## src/rtl/bwrs_pkg.sv

```systemverilog
// ----------------------------------------------------------------------------
// bwrs_pkg
// Shared widths, micro-op codes and the control store for the range splitter.
// ----------------------------------------------------------------------------
package bwrs_pkg;

    localparam int COUNT_W       = 32;
    localparam int DIVIDEND_W    = COUNT_W + 1;           // ceiling sum needs one more bit
    localparam int MAX_WORKERS   = 64;
    localparam int WORKERS_W     = $clog2(MAX_WORKERS + 1);
    localparam int INDEX_W       = $clog2(MAX_WORKERS);
    localparam int CFG_W         = 7;
    localparam int DEFAULT_BATCH = 64;
    localparam int RESET_LIMIT   = 8;
    localparam int DIV_STEPS     = DIVIDEND_W;
    localparam int DIV_CNT_W     = $clog2(DIV_STEPS + 1);
    localparam int STEP_W        = 3;

    typedef logic [STEP_W-1:0] t_step;

    typedef enum logic [2:0] {
        OP_ACCEPT,      // take an input item
        OP_LOAD_CEIL,   // start (total + batch - 1) / batch
        OP_WAIT_DIV,    // let the divider run
        OP_LOAD_SPLIT,  // clamp worker count, start total / workers
        OP_SETUP,       // latch per-worker count and remainder
        OP_EMIT         // one range per free output slot
    } t_op;

    typedef enum logic [1:0] {
        HOLD_NEVER,
        HOLD_NO_ITEM,   // no accepted item, or an empty one
        HOLD_DIV_BUSY,
        HOLD_EMIT       // until the final range is loaded
    } t_hold;

    typedef struct packed {
        t_op   op;
        t_hold hold;
        t_step next;
    } t_uword;

    localparam t_step STEP_IDLE  = t_step'(0);
    localparam t_step STEP_CEIL  = t_step'(1);
    localparam t_step STEP_DIV1  = t_step'(2);
    localparam t_step STEP_SPLIT = t_step'(3);
    localparam t_step STEP_DIV2  = t_step'(4);
    localparam t_step STEP_SETUP = t_step'(5);
    localparam t_step STEP_EMIT  = t_step'(6);

    function automatic t_uword uc_rom(input t_step s);
        t_uword w;
        unique case (s)
            STEP_IDLE:  w = '{op: OP_ACCEPT,     hold: HOLD_NO_ITEM,  next: STEP_CEIL};
            STEP_CEIL:  w = '{op: OP_LOAD_CEIL,  hold: HOLD_NEVER,    next: STEP_DIV1};
            STEP_DIV1:  w = '{op: OP_WAIT_DIV,   hold: HOLD_DIV_BUSY, next: STEP_SPLIT};
            STEP_SPLIT: w = '{op: OP_LOAD_SPLIT, hold: HOLD_NEVER,    next: STEP_DIV2};
            STEP_DIV2:  w = '{op: OP_WAIT_DIV,   hold: HOLD_DIV_BUSY, next: STEP_SETUP};
            STEP_SETUP: w = '{op: OP_SETUP,      hold: HOLD_NEVER,    next: STEP_EMIT};
            STEP_EMIT:  w = '{op: OP_EMIT,       hold: HOLD_EMIT,     next: STEP_IDLE};
            default:    w = '{op: OP_ACCEPT,     hold: HOLD_NEVER,    next: STEP_IDLE};
        endcase
        return w;
    endfunction

endpackage

```

## src/rtl/bwrs_div.sv

```systemverilog
// ----------------------------------------------------------------------------
// bwrs_div
// Restoring divider, one quotient bit per cycle; divisor must be nonzero.
// ----------------------------------------------------------------------------
module bwrs_div (
    input  logic                              i_clk,
    input  logic                              i_rst_n,
    input  logic                              i_start,
    input  logic [bwrs_pkg::DIVIDEND_W-1:0]   i_dividend,
    input  logic [bwrs_pkg::COUNT_W-1:0]      i_divisor,
    output logic                              o_busy,
    output logic [bwrs_pkg::DIVIDEND_W-1:0]   o_quotient,
    output logic [bwrs_pkg::COUNT_W-1:0]      o_remainder
);
    import bwrs_pkg::*;

    logic                  r_busy,  n_busy;
    logic [DIV_CNT_W-1:0]  r_cnt,   n_cnt;
    logic [DIVIDEND_W-1:0] r_quo,   n_quo;
    logic [COUNT_W-1:0]    r_rem,   n_rem;
    logic [COUNT_W-1:0]    r_dvs,   n_dvs;

    logic [DIVIDEND_W-1:0] w_shift;
    logic [DIVIDEND_W-1:0] w_diff;
    logic                  w_ge;

    // partial remainder stays below the divisor, so the shifted value fits 33 bits
    assign w_shift = {r_rem, r_quo[DIVIDEND_W-1]};
    assign w_ge    = w_shift >= {1'b0, r_dvs};
    assign w_diff  = w_shift - {1'b0, r_dvs};

    always_comb begin
        n_busy = r_busy;
        n_cnt  = r_cnt;
        n_quo  = r_quo;
        n_rem  = r_rem;
        n_dvs  = r_dvs;
        if (i_start) begin
            n_busy = 1'b1;
            n_cnt  = DIV_CNT_W'(DIV_STEPS);
            n_quo  = i_dividend;
            n_rem  = '0;
            n_dvs  = i_divisor;
        end else if (r_busy) begin
            n_quo  = {r_quo[DIVIDEND_W-2:0], w_ge};
            n_rem  = w_ge ? w_diff[COUNT_W-1:0] : w_shift[COUNT_W-1:0];
            n_cnt  = r_cnt - DIV_CNT_W'(1);
            n_busy = r_cnt != DIV_CNT_W'(1);
        end
    end

    always_ff @(posedge i_clk) begin
        if (!i_rst_n) begin
            r_busy <= 1'b0;
            r_cnt  <= '0;
        end else begin
            r_busy <= n_busy;
            r_cnt  <= n_cnt;
        end
    end

    always_ff @(posedge i_clk) begin
        r_quo <= n_quo;
        r_rem <= n_rem;
        r_dvs <= n_dvs;
    end

    assign o_busy      = r_busy;
    assign o_quotient  = r_quo;
    assign o_remainder = r_rem;

endmodule

```

## src/rtl/balanced_work_range_splitter.sv

```systemverilog
// ----------------------------------------------------------------------------
// balanced_work_range_splitter
// Splits a work item count into balanced contiguous ranges, one per worker.
// ----------------------------------------------------------------------------
// Input channel (i_in_valid / o_in_ready): total_count and min_batch. An item
// with total_count of zero is taken and produces nothing. Output channel
// (o_out_valid / i_out_ready): one range per worker in worker order, the
// final one flagged by o_last_range. Config channel (i_cfg_valid /
// o_cfg_ready, always ready): the worker limit, reset value 8; 0 acts as 1,
// values above 64 act as 64. Write it only while idle.
// Steps: accept, load and wait out the ceiling division on the shared serial
// divider, load and wait out the split division, set up, then emit one range
// per cycle while the output is not stalled. A new item is taken only once
// the final range is in the output register.
// The output register holds its range while i_out_ready is low and the
// sequencer waits on it. Reset returns the step counter to idle, clears the
// output valid and restores the limit to 8.
// ----------------------------------------------------------------------------
module balanced_work_range_splitter (
    input  logic                               i_clk,
    input  logic                               i_rst_n,
    input  logic                               i_in_valid,
    output logic                               o_in_ready,
    input  logic [bwrs_pkg::COUNT_W-1:0]       i_total_count,
    input  logic [bwrs_pkg::COUNT_W-1:0]       i_min_batch,
    output logic                               o_out_valid,
    input  logic                               i_out_ready,
    output logic [bwrs_pkg::INDEX_W-1:0]       o_worker_index,
    output logic [bwrs_pkg::COUNT_W-1:0]       o_range_start,
    output logic [bwrs_pkg::COUNT_W-1:0]       o_range_count,
    output logic                               o_last_range,
    input  logic                               i_cfg_valid,
    output logic                               o_cfg_ready,
    input  logic [bwrs_pkg::CFG_W-1:0]         i_cfg_data
);
    import bwrs_pkg::*;

    t_step                 r_step, n_step;
    logic [CFG_W-1:0]      r_max_workers;
    logic [COUNT_W-1:0]    r_total, r_batch;
    logic [WORKERS_W-1:0]  r_workers;
    logic [COUNT_W-1:0]    r_per;
    logic [INDEX_W-1:0]    r_rem;
    logic [INDEX_W-1:0]    r_idx;
    logic [COUNT_W-1:0]    r_start;
    logic                  r_out_valid;
    logic [INDEX_W-1:0]    r_o_index;
    logic [COUNT_W-1:0]    r_o_start, r_o_count;
    logic                  r_o_last;

    t_uword                w_uw;
    logic                  w_accept, w_ld_ceil, w_ld_split, w_setup, w_emit;
    logic                  w_hold, w_out_free, w_in_ready;
    logic                  w_div_start, w_div_busy;
    logic [DIVIDEND_W-1:0] w_dividend, w_quo;
    logic [COUNT_W-1:0]    w_divisor, w_div_rem;
    logic [WORKERS_W-1:0]  w_limit, w_clamped;
    logic [COUNT_W-1:0]    w_cnt;
    logic                  w_last;

    assign w_uw       = uc_rom(r_step);
    assign w_out_free = !r_out_valid || i_out_ready;

    // micro-op decode
    always_comb begin
        w_in_ready = 1'b0;
        w_ld_ceil  = 1'b0;
        w_ld_split = 1'b0;
        w_setup    = 1'b0;
        w_emit     = 1'b0;
        unique case (w_uw.op)
            OP_ACCEPT:     w_in_ready = 1'b1;
            OP_LOAD_CEIL:  w_ld_ceil  = 1'b1;
            OP_WAIT_DIV:   ;
            OP_LOAD_SPLIT: w_ld_split = 1'b1;
            OP_SETUP:      w_setup    = 1'b1;
            OP_EMIT:       w_emit     = w_out_free;
            default:       ;
        endcase
    end

    assign w_accept = w_in_ready && i_in_valid;

    always_comb begin
        unique case (w_uw.hold)
            HOLD_NEVER:    w_hold = 1'b0;
            HOLD_NO_ITEM:  w_hold = !w_accept || (i_total_count == '0);
            HOLD_DIV_BUSY: w_hold = w_div_busy;
            HOLD_EMIT:     w_hold = !(w_emit && w_last);
            default:       w_hold = 1'b0;
        endcase
    end

    assign n_step = w_hold ? r_step : w_uw.next;

    always_ff @(posedge i_clk) begin
        if (!i_rst_n) begin
            r_step <= STEP_IDLE;
        end else begin
            r_step <= n_step;
        end
    end

    // effective limit: zero acts as one, saturate at the maximum
    always_comb begin
        if (r_max_workers > CFG_W'(MAX_WORKERS)) begin
            w_limit = WORKERS_W'(MAX_WORKERS);
        end else if (r_max_workers == '0) begin
            w_limit = WORKERS_W'(1);
        end else begin
            w_limit = WORKERS_W'(r_max_workers);
        end
    end

    // ceiling quotient is at least one since total is nonzero
    assign w_clamped = (w_quo > DIVIDEND_W'(w_limit)) ? w_limit : w_quo[WORKERS_W-1:0];

    assign w_div_start = w_ld_ceil || w_ld_split;
    assign w_dividend  = w_ld_ceil ? ({1'b0, r_total} + {1'b0, r_batch} - DIVIDEND_W'(1))
                                   : {1'b0, r_total};
    assign w_divisor   = w_ld_ceil ? r_batch : COUNT_W'(w_clamped);

    bwrs_div u_div (
        .i_clk       (i_clk),
        .i_rst_n     (i_rst_n),
        .i_start     (w_div_start),
        .i_dividend  (w_dividend),
        .i_divisor   (w_divisor),
        .o_busy      (w_div_busy),
        .o_quotient  (w_quo),
        .o_remainder (w_div_rem)
    );

    assign w_cnt  = r_per + COUNT_W'(r_idx < r_rem);
    assign w_last = ({1'b0, r_idx} + WORKERS_W'(1)) == r_workers;

    always_ff @(posedge i_clk) begin
        if (w_accept) begin
            r_total <= i_total_count;
            r_batch <= (i_min_batch == '0) ? COUNT_W'(DEFAULT_BATCH) : i_min_batch;
        end
        if (w_ld_split) begin
            r_workers <= w_clamped;
        end
        if (w_setup) begin
            r_per   <= w_quo[COUNT_W-1:0];
            r_rem   <= w_div_rem[INDEX_W-1:0];
            r_idx   <= '0;
            r_start <= '0;
        end else if (w_emit) begin
            r_idx   <= r_idx + INDEX_W'(1);
            r_start <= r_start + w_cnt;
        end
        if (w_emit) begin
            r_o_index <= r_idx;
            r_o_start <= r_start;
            r_o_count <= w_cnt;
            r_o_last  <= w_last;
        end
    end

    always_ff @(posedge i_clk) begin
        if (!i_rst_n) begin
            r_out_valid   <= 1'b0;
            r_max_workers <= CFG_W'(RESET_LIMIT);
        end else begin
            if (w_emit) begin
                r_out_valid <= 1'b1;
            end else if (i_out_ready) begin
                r_out_valid <= 1'b0;
            end
            if (i_cfg_valid) begin
                r_max_workers <= i_cfg_data;
            end
        end
    end

    assign o_in_ready     = w_in_ready;
    assign o_out_valid    = r_out_valid;
    assign o_worker_index = r_o_index;
    assign o_range_start  = r_o_start;
    assign o_range_count  = r_o_count;
    assign o_last_range   = r_o_last;
    assign o_cfg_ready    = 1'b1;

endmodule

```

## config.mk

```make
export PLATFORM = sky130hd
export DESIGN_NAME = balanced_work_range_splitter
export DESIGN_NICKNAME = d
export VERILOG_FILES = /design/src/rtl/bwrs_pkg.sv /design/src/rtl/bwrs_div.sv /design/src/rtl/balanced_work_range_splitter.sv
export SDC_FILE = /design/constraint.sdc
export NUM_CORES = 1
export LEC_CHECK = 0
export ABC_AREA = 1
export BUFFER_PORTS_ARGS = -buffer_cell sky130_fd_sc_hd__buf_2
export CAP_MARGIN = 10
export CORE_MARGIN = 4
export CORE_UTILIZATION = 26
export DETAILED_ROUTE_END_ITERATION = 8
export PLACE_DENSITY_LB_ADDON = 0.3
export SKIP_CTS_REPAIR_TIMING = 1
export SKIP_LAST_GASP = 1
export SLEW_MARGIN = 20
export SYNTH_ARGS = -nofsm -noshare
export SYNTH_HDL_FRONTEND = slang
export SYNTH_SLANG_ARGS = --single-unit
```

## constraint.sdc

```tcl
create_clock -name i_clk -period 15.1 [get_ports i_clk]
set_input_delay 3.02 -clock i_clk [delete_from_list [all_inputs] [get_ports i_clk]]
set_output_delay 3.02 -clock i_clk [all_outputs]
set_load 0.02 [all_outputs]
```

### Yosys cells after proc, flatten, opt, wreduce, memory -nomap -nowiden

Cells that the tools add are included.

* bits in registers: 333
* bits of input ports: 76

* add/subtract/negate cells: 8
* reductions and logical operators: 17
* bitwise operators: 1
* multiplexer cells: 21
* equal/unequal tests: 15
* $lt $le $gt $ge: 4

Operator list (count)
* $mux W33: 3
* $logic_not A32 Y1: 2
* $pmux W8 S7: 1
* $add A32 B32 Y33: 1
* $ge A33 B32 Y1: 1
* $gt A33 B7 Y1: 1
* $sub A33 B1 Y33 const B: 1
* $add A32 B1 Y32: 1
* $add A32 B32 Y32: 1
* $mux W32: 1
* $sub A32 B32 Y32: 1
* $mux W7: 4
* $eq A3 B3 Y1 const B: 5
* $mux W6: 2
* $eq A3 B2 Y1 const B: 3
* $mux W1: 9
* $add A6 B1 Y7 const B: 1
* $eq A7 B7 Y1: 1
* $gt A7 B7 Y1 const B: 1
* $logic_not A7 Y1: 1
* $add A6 B1 Y6 const B: 1
* $eq A3 B1 Y1 const B: 2
* $logic_not A3 Y1: 2
* $lt A6 B6 Y1: 1
* other kinds (12): 19

### Depth between registers and ports, before layout

* word-level depth: 8
* mapped depth: 29
* mapped depth without buffers: 29

### Cells and area by module

Synthesis repeated with hierarchy kept, for this count alone.

* cell total of the unflattened synthesis: 2816
* area, all modules: 21365.5 µm²

Modules (own cells, without submodules)
* balanced_work_range_splitter: cells an instance 1817, area each 14456.4 µm², instances 1
* bwrs_div: cells an instance 999, area each 6909.1 µm², instances 1

### Worst setup path before layout

Ideal clock, no wire load.

* kind: input -> register
* from: input port i_in_valid
* to: register r_batch[0], enable pin
* setup time: 0.585 ns
* setup slack: 6.825 ns
* buffers on the path: 0
* cell stages on the path: 1
* arrival: 7.691 ns
* cells stage by stage: a21boi_0

* longest elaborated chain between the ends: 1

RTL lines
* start, declared: RTL line balanced_work_range_splitter.sv:22 `input logic i_in_valid,`
* $logic_and A1 B1 Y1: RTL line balanced_work_range_splitter.sv:82 `assign w_accept = w_in_ready && i_in_valid;`
* end signal, assigned: RTL line balanced_work_range_splitter.sv:140 `r_batch <= (i_min_batch == '0) ? COUNT_W'(DEFAULT_BATCH) : i_min_batch;`
* end, declared: RTL line balanced_work_range_splitter.sv:40 `logic [COUNT_W-1:0] r_total, r_batch;`

Every way passes these cells.
A chain may end at the register's enable or synchronous reset.

### Final worst setup path

* from: input port i_out_ready
* to: register r_start[7]

* longest elaborated chain between the ends: 2

RTL lines
* start, declared: RTL line balanced_work_range_splitter.sv:27 `input logic i_out_ready,`
* $logic_or A1 B1 Y1: RTL line balanced_work_range_splitter.sv:62 `assign w_out_free = !r_out_valid || i_out_ready;`
* $mux W1: RTL line balanced_work_range_splitter.sv:71 `unique case (w_uw.op)`
* end signal, assigned: RTL line balanced_work_range_splitter.sv:152 `r_start <= r_start + w_cnt;`
* end, declared: RTL line balanced_work_range_splitter.sv:45 `logic [COUNT_W-1:0] r_start;`

Every way passes these cells.

==> metrics.md <==
| Metric | Value |
|---|---|
| Min-Delay Endpoint | `u_div.o_remainder[25]` |
| Antenna violations before repair | `0` |
| Finish-stage setup viols | `0` |
| Vias per inst | `4.42` |
| Fmax | `0.203 GHz` |
| R2r worst-path depth | `25` |
| Max Cap Viol | `0` |
| DR DRC count | `0` |
| Avg Inst Size Synth | `7.99 um^2` |
| # fillers | `8416` |
| Final non-filler cell area | `0.0233 mm^2` |
| Vias | `16.5k` |
| Clock power frac | `24.6%` |
| GRT overflow | `0` |
| Sequential share of power | `37.0%` |
| DIE WIDTH | `287 um` |
| Detailed-route wire length | `57700 um` |
| Most frequent cells in the layout | `nand2_1, inv_1, nor2_1` |
| Mux contribution to synthesized area | `0%` |
| Ys async rst share | `0%` |
| Unique masters post-synth | `54` |
| Post-route ant nets | `0` |
| Mapped Area | `0.0203 mm^2` |
| Die span in y | `287 um` |
| Cell Int Power | `2.26 mW` |
| TritonCTS Sinks | `333` |
| Sw Pwr | `1.49 mW` |
| CP max stage cell | `buf_4` |
| Crit path DAT | `5.35 ns` |
| Layout cell share with drive strength beyond 1 | `9.39%` |
| Pin count of the biggest net entering global routing | `70` |
| Pwr Density | `161 mW/mm^2` |
| Compound-gate portion of the synthesized area | `9.70%` |
| Global Route Usage Sum | `13.9%` |
| Critical path peak fanout | `69` |
| Fin. Hold Viols | `0` |
| Initial DRC count | `1228` |
| Rows | `102` |
| CTS Buffer Depth | `3` |
| Worst-Margin Slew | `0.935 ns` |
| I/O Pins | `150` |
| Status | `finished, final reports clean` |
| Synth Warn # | `0` |
| Layout Nets | `2887` |
| Commonest non-fill, non-tap cell in the layout | `nand2_1` |
| Tmin final | `4.92 ns` |
| Hpwl dp | `46000 um` |
| RSZ-0062 raised after global routing | `false` |
| Largest family of logic cells by synthesized area | `simple AND/OR/NAND/NOR gates` |
| Insertion delay to the later sink of the worst-skew pair | `0.56 ns` |
| Count of buffers from port buffering | `148` |
| Synth Area in XOR/XNOR | `2.59%` |
| Design Power | `3.75 mW` |
| Worst slew margin | `37.6%` |
| Simple-gate portion of the synthesized area | `24.3%` |
| Fin. max-slew vios | `0` |
| Reg-to-reg endpoint | `r_start[25]` |
| Fin Setup TNS | `0 ns` |
| Critical Path Max Stage Delay | `0.72 ns` |
| Placed Area | `0.0221 mm^2` |
| CP Capture Type | `flop` |
| CTS tree | `built` |
| Adder-Cell Fraction of Synth Area | `9.18%` |
| Worst reg2reg startpoint | `r_idx[5]` |
| Crit share post-route | `32.6%` |
| Seq cells post-synth | `333` |
| Full die area | `0.0826 mm^2` |
| Required time worst endpoint | `15.54 ns` |
| N_diodes | `0` |
| Initial Utilization | `26.2%` |
| Number of enable flip-flop cells after synthesis | `245` |
| Pleak | `10.5 nW` |
| Cell chain of the critical path | `buf_2 -> nor2_1 -> nor2_4 -> buf_4 -> buf_4 -> inv_1 -> o21ai_0 -> inv_1` |
| Combinational share of power | `38.4%` |
| Number of global-route vias before repair | `16.0k` |
| Clock root buffer | `clkbuf_16` |
| Cells after Synth | `2540` |
| Clock Skews | `0.0166 ns` |
| CTS Buf Count | `39` |
| Reg2reg setup slack | `10.57 ns` |
| Syn Nets | `2763` |
| Gpl congestion | `0.926` |
| CP Class | `input port to flop` |
| Sw frac | `39.8%` |
| Final core occ | `30.2%` |
| H-Tree Depth | `2` |
| Area Growth Syn to Fin | `15.0%` |
| Hold Path Class | `flop to flop` |
| Hold Path Depth | `2` |
| Post-synth top flop | `edfxtp_1` |
| # placed instances | `3663` |
| Clock slew seen by the registers of the worst setup and hold paths | `0.06 ns` |
| WL per Instance | `15.5 um` |
| Min-delay src | `u_div.o_remainder[25]` |
| Sequential fraction of the synthesis area | `44.9%` |
| Non-filler cells, final | `3733` |
| Drt first pass iters | `5` |
| Peak VDD IR | `0.0902 mV` |
| First-pass GRT wire length | `90200 um` |
| Startpoint types | `input port` |
| Core Area | `0.0773 mm^2` |
-- worst max path at each step --
stage	start	endpoint	slack [ns]	depth (start not counted)
after floorplan	i_in_valid	r_batch[0]	6.82	1
after global placement	i_out_ready	r_start[6]	9.64	8
after detailed placement	i_out_ready	r_start[7]	9.61	8
after CTS	i_out_ready	r_start[7]	10.20	8
after global routing	i_out_ready	r_start[8]	9.94	8
final	i_out_ready	r_start[7]	10.18	8
-- state kept, by name, summed over array words and instances (netlist names), 7 cells and up --
signal,flops
r_max_workers,7
u_div.o_remainder,32
u_div.r_dvs,32
o_range_start,32
r_workers,7
o_range_count,32
r_batch,32
r_total,32
r_per,32
u_div.o_quotient,33
r_start,32
-- critical path: cells and delay by family --
family / cells / cell delay, ns
AND/OR/NAND/NOR: 2 / 0.15
buffers and inverters: 5 / 1.81
AO/OA/AOI/OAI: 1 / 0.26
-- through the flow --
stage | hold slack (ns) | worst slack [ns]
4_1_cts | 0.476 | 10.20
3_3_place_gp | 0.460 | 9.64
5_1_grt | 0.489 | 9.94
2_1_floorplan | 0.408 | 6.82
6_report | 0.474 | 10.18
3_5_place_dp | 0.462 | 9.61
-- cells by family (layout without fill, tap and decap cells) --
family | after synthesis | after routing
simple gates | 1165 | 1165
compound gates | 349 | 349
flops | 333 | 333
buf+inv | 485 | 638
xor+xnor | 60 | 60
other cells | 1 | 1
fa+ha+maj | 147 | 147
-- power by group through the flow --
stage	Clock [mW]	Combinational, mW	Sequential, mW
global placement	0	1.43	1.40
floorplan	0	1.07	1.33
CTS	0.956	1.44	1.39
global route	0.992	1.65	1.41
finish	0.922	1.44	1.39
detailed placement	0	1.43	1.41
-- layout make-up --
| cell class | count | area (um^2) | share of cell area [%] |
|---|---|---|---|
| tap | 1040 | 1300 | 5.58 |
| multi-input combinational | 1722 | 9330 | 40.0 |
| timing repair buffer | 157 | 808 | 3.46 |
| inverter | 411 | 1540 | 6.61 |
| clock buffer | 53 | 1080 | 4.63 |
| sequential | 333 | 9120 | 39.1 |
| clock inverter | 17 | 159 | 0.681 |
-- metal layers --
| layer | track usage, % | share of wire, % |
|---|---|---|
| met5 | 0 | 0 |
| met4 | 4.64 | 3.2 |
| met3 | 1.79 | 4.8 |
| met2 | 21.8 | 43 |
| met1 | 19.7 | 49 |
-- synthesized netlist by cell type, types with 2 or more instances --
master | count | area (um^2)
nor4_1 | 20 | 125
and2_1 | 7 | 43.8
xnor2_1 | 25 | 219
buf_4 | 5 | 37.5
o221ai_1 | 8 | 70.1
fa_1 | 3 | 60.1
nand3_2 | 2 | 20.0
ha_1 | 144 | 1800
nand2_2 | 6 | 37.5
nor2_1 | 279 | 1050
o21ai_2 | 4 | 35.0
o21bai_1 | 20 | 150
o21ai_0 | 114 | 571
edfxtp_1 | 245 | 7360
a21boi_0 | 4 | 30.0
buf_6 | 3 | 33.8
o21ai_1 | 2 | 10.0
dfxtp_1 | 88 | 1760
nand4_1 | 27 | 169
inv_2 | 3 | 11.3
nor3b_1 | 2 | 15.0
buf_2 | 14 | 70.1
o31ai_1 | 2 | 15.0
or2_2 | 11 | 68.8
o21a_1 | 11 | 82.6
nand2_1 | 583 | 2190
a21o_1 | 9 | 67.6
o22ai_1 | 3 | 18.8
nand3b_1 | 16 | 120
nor3_1 | 31 | 155
nand3_1 | 169 | 846
clkbuf_1 | 51 | 191
a21oi_1 | 152 | 761
xor2_1 | 35 | 307
inv_1 | 407 | 1530
o211ai_1 | 14 | 105
nor2_2 | 4 | 25.0
(Power assumes the default switching activity.)
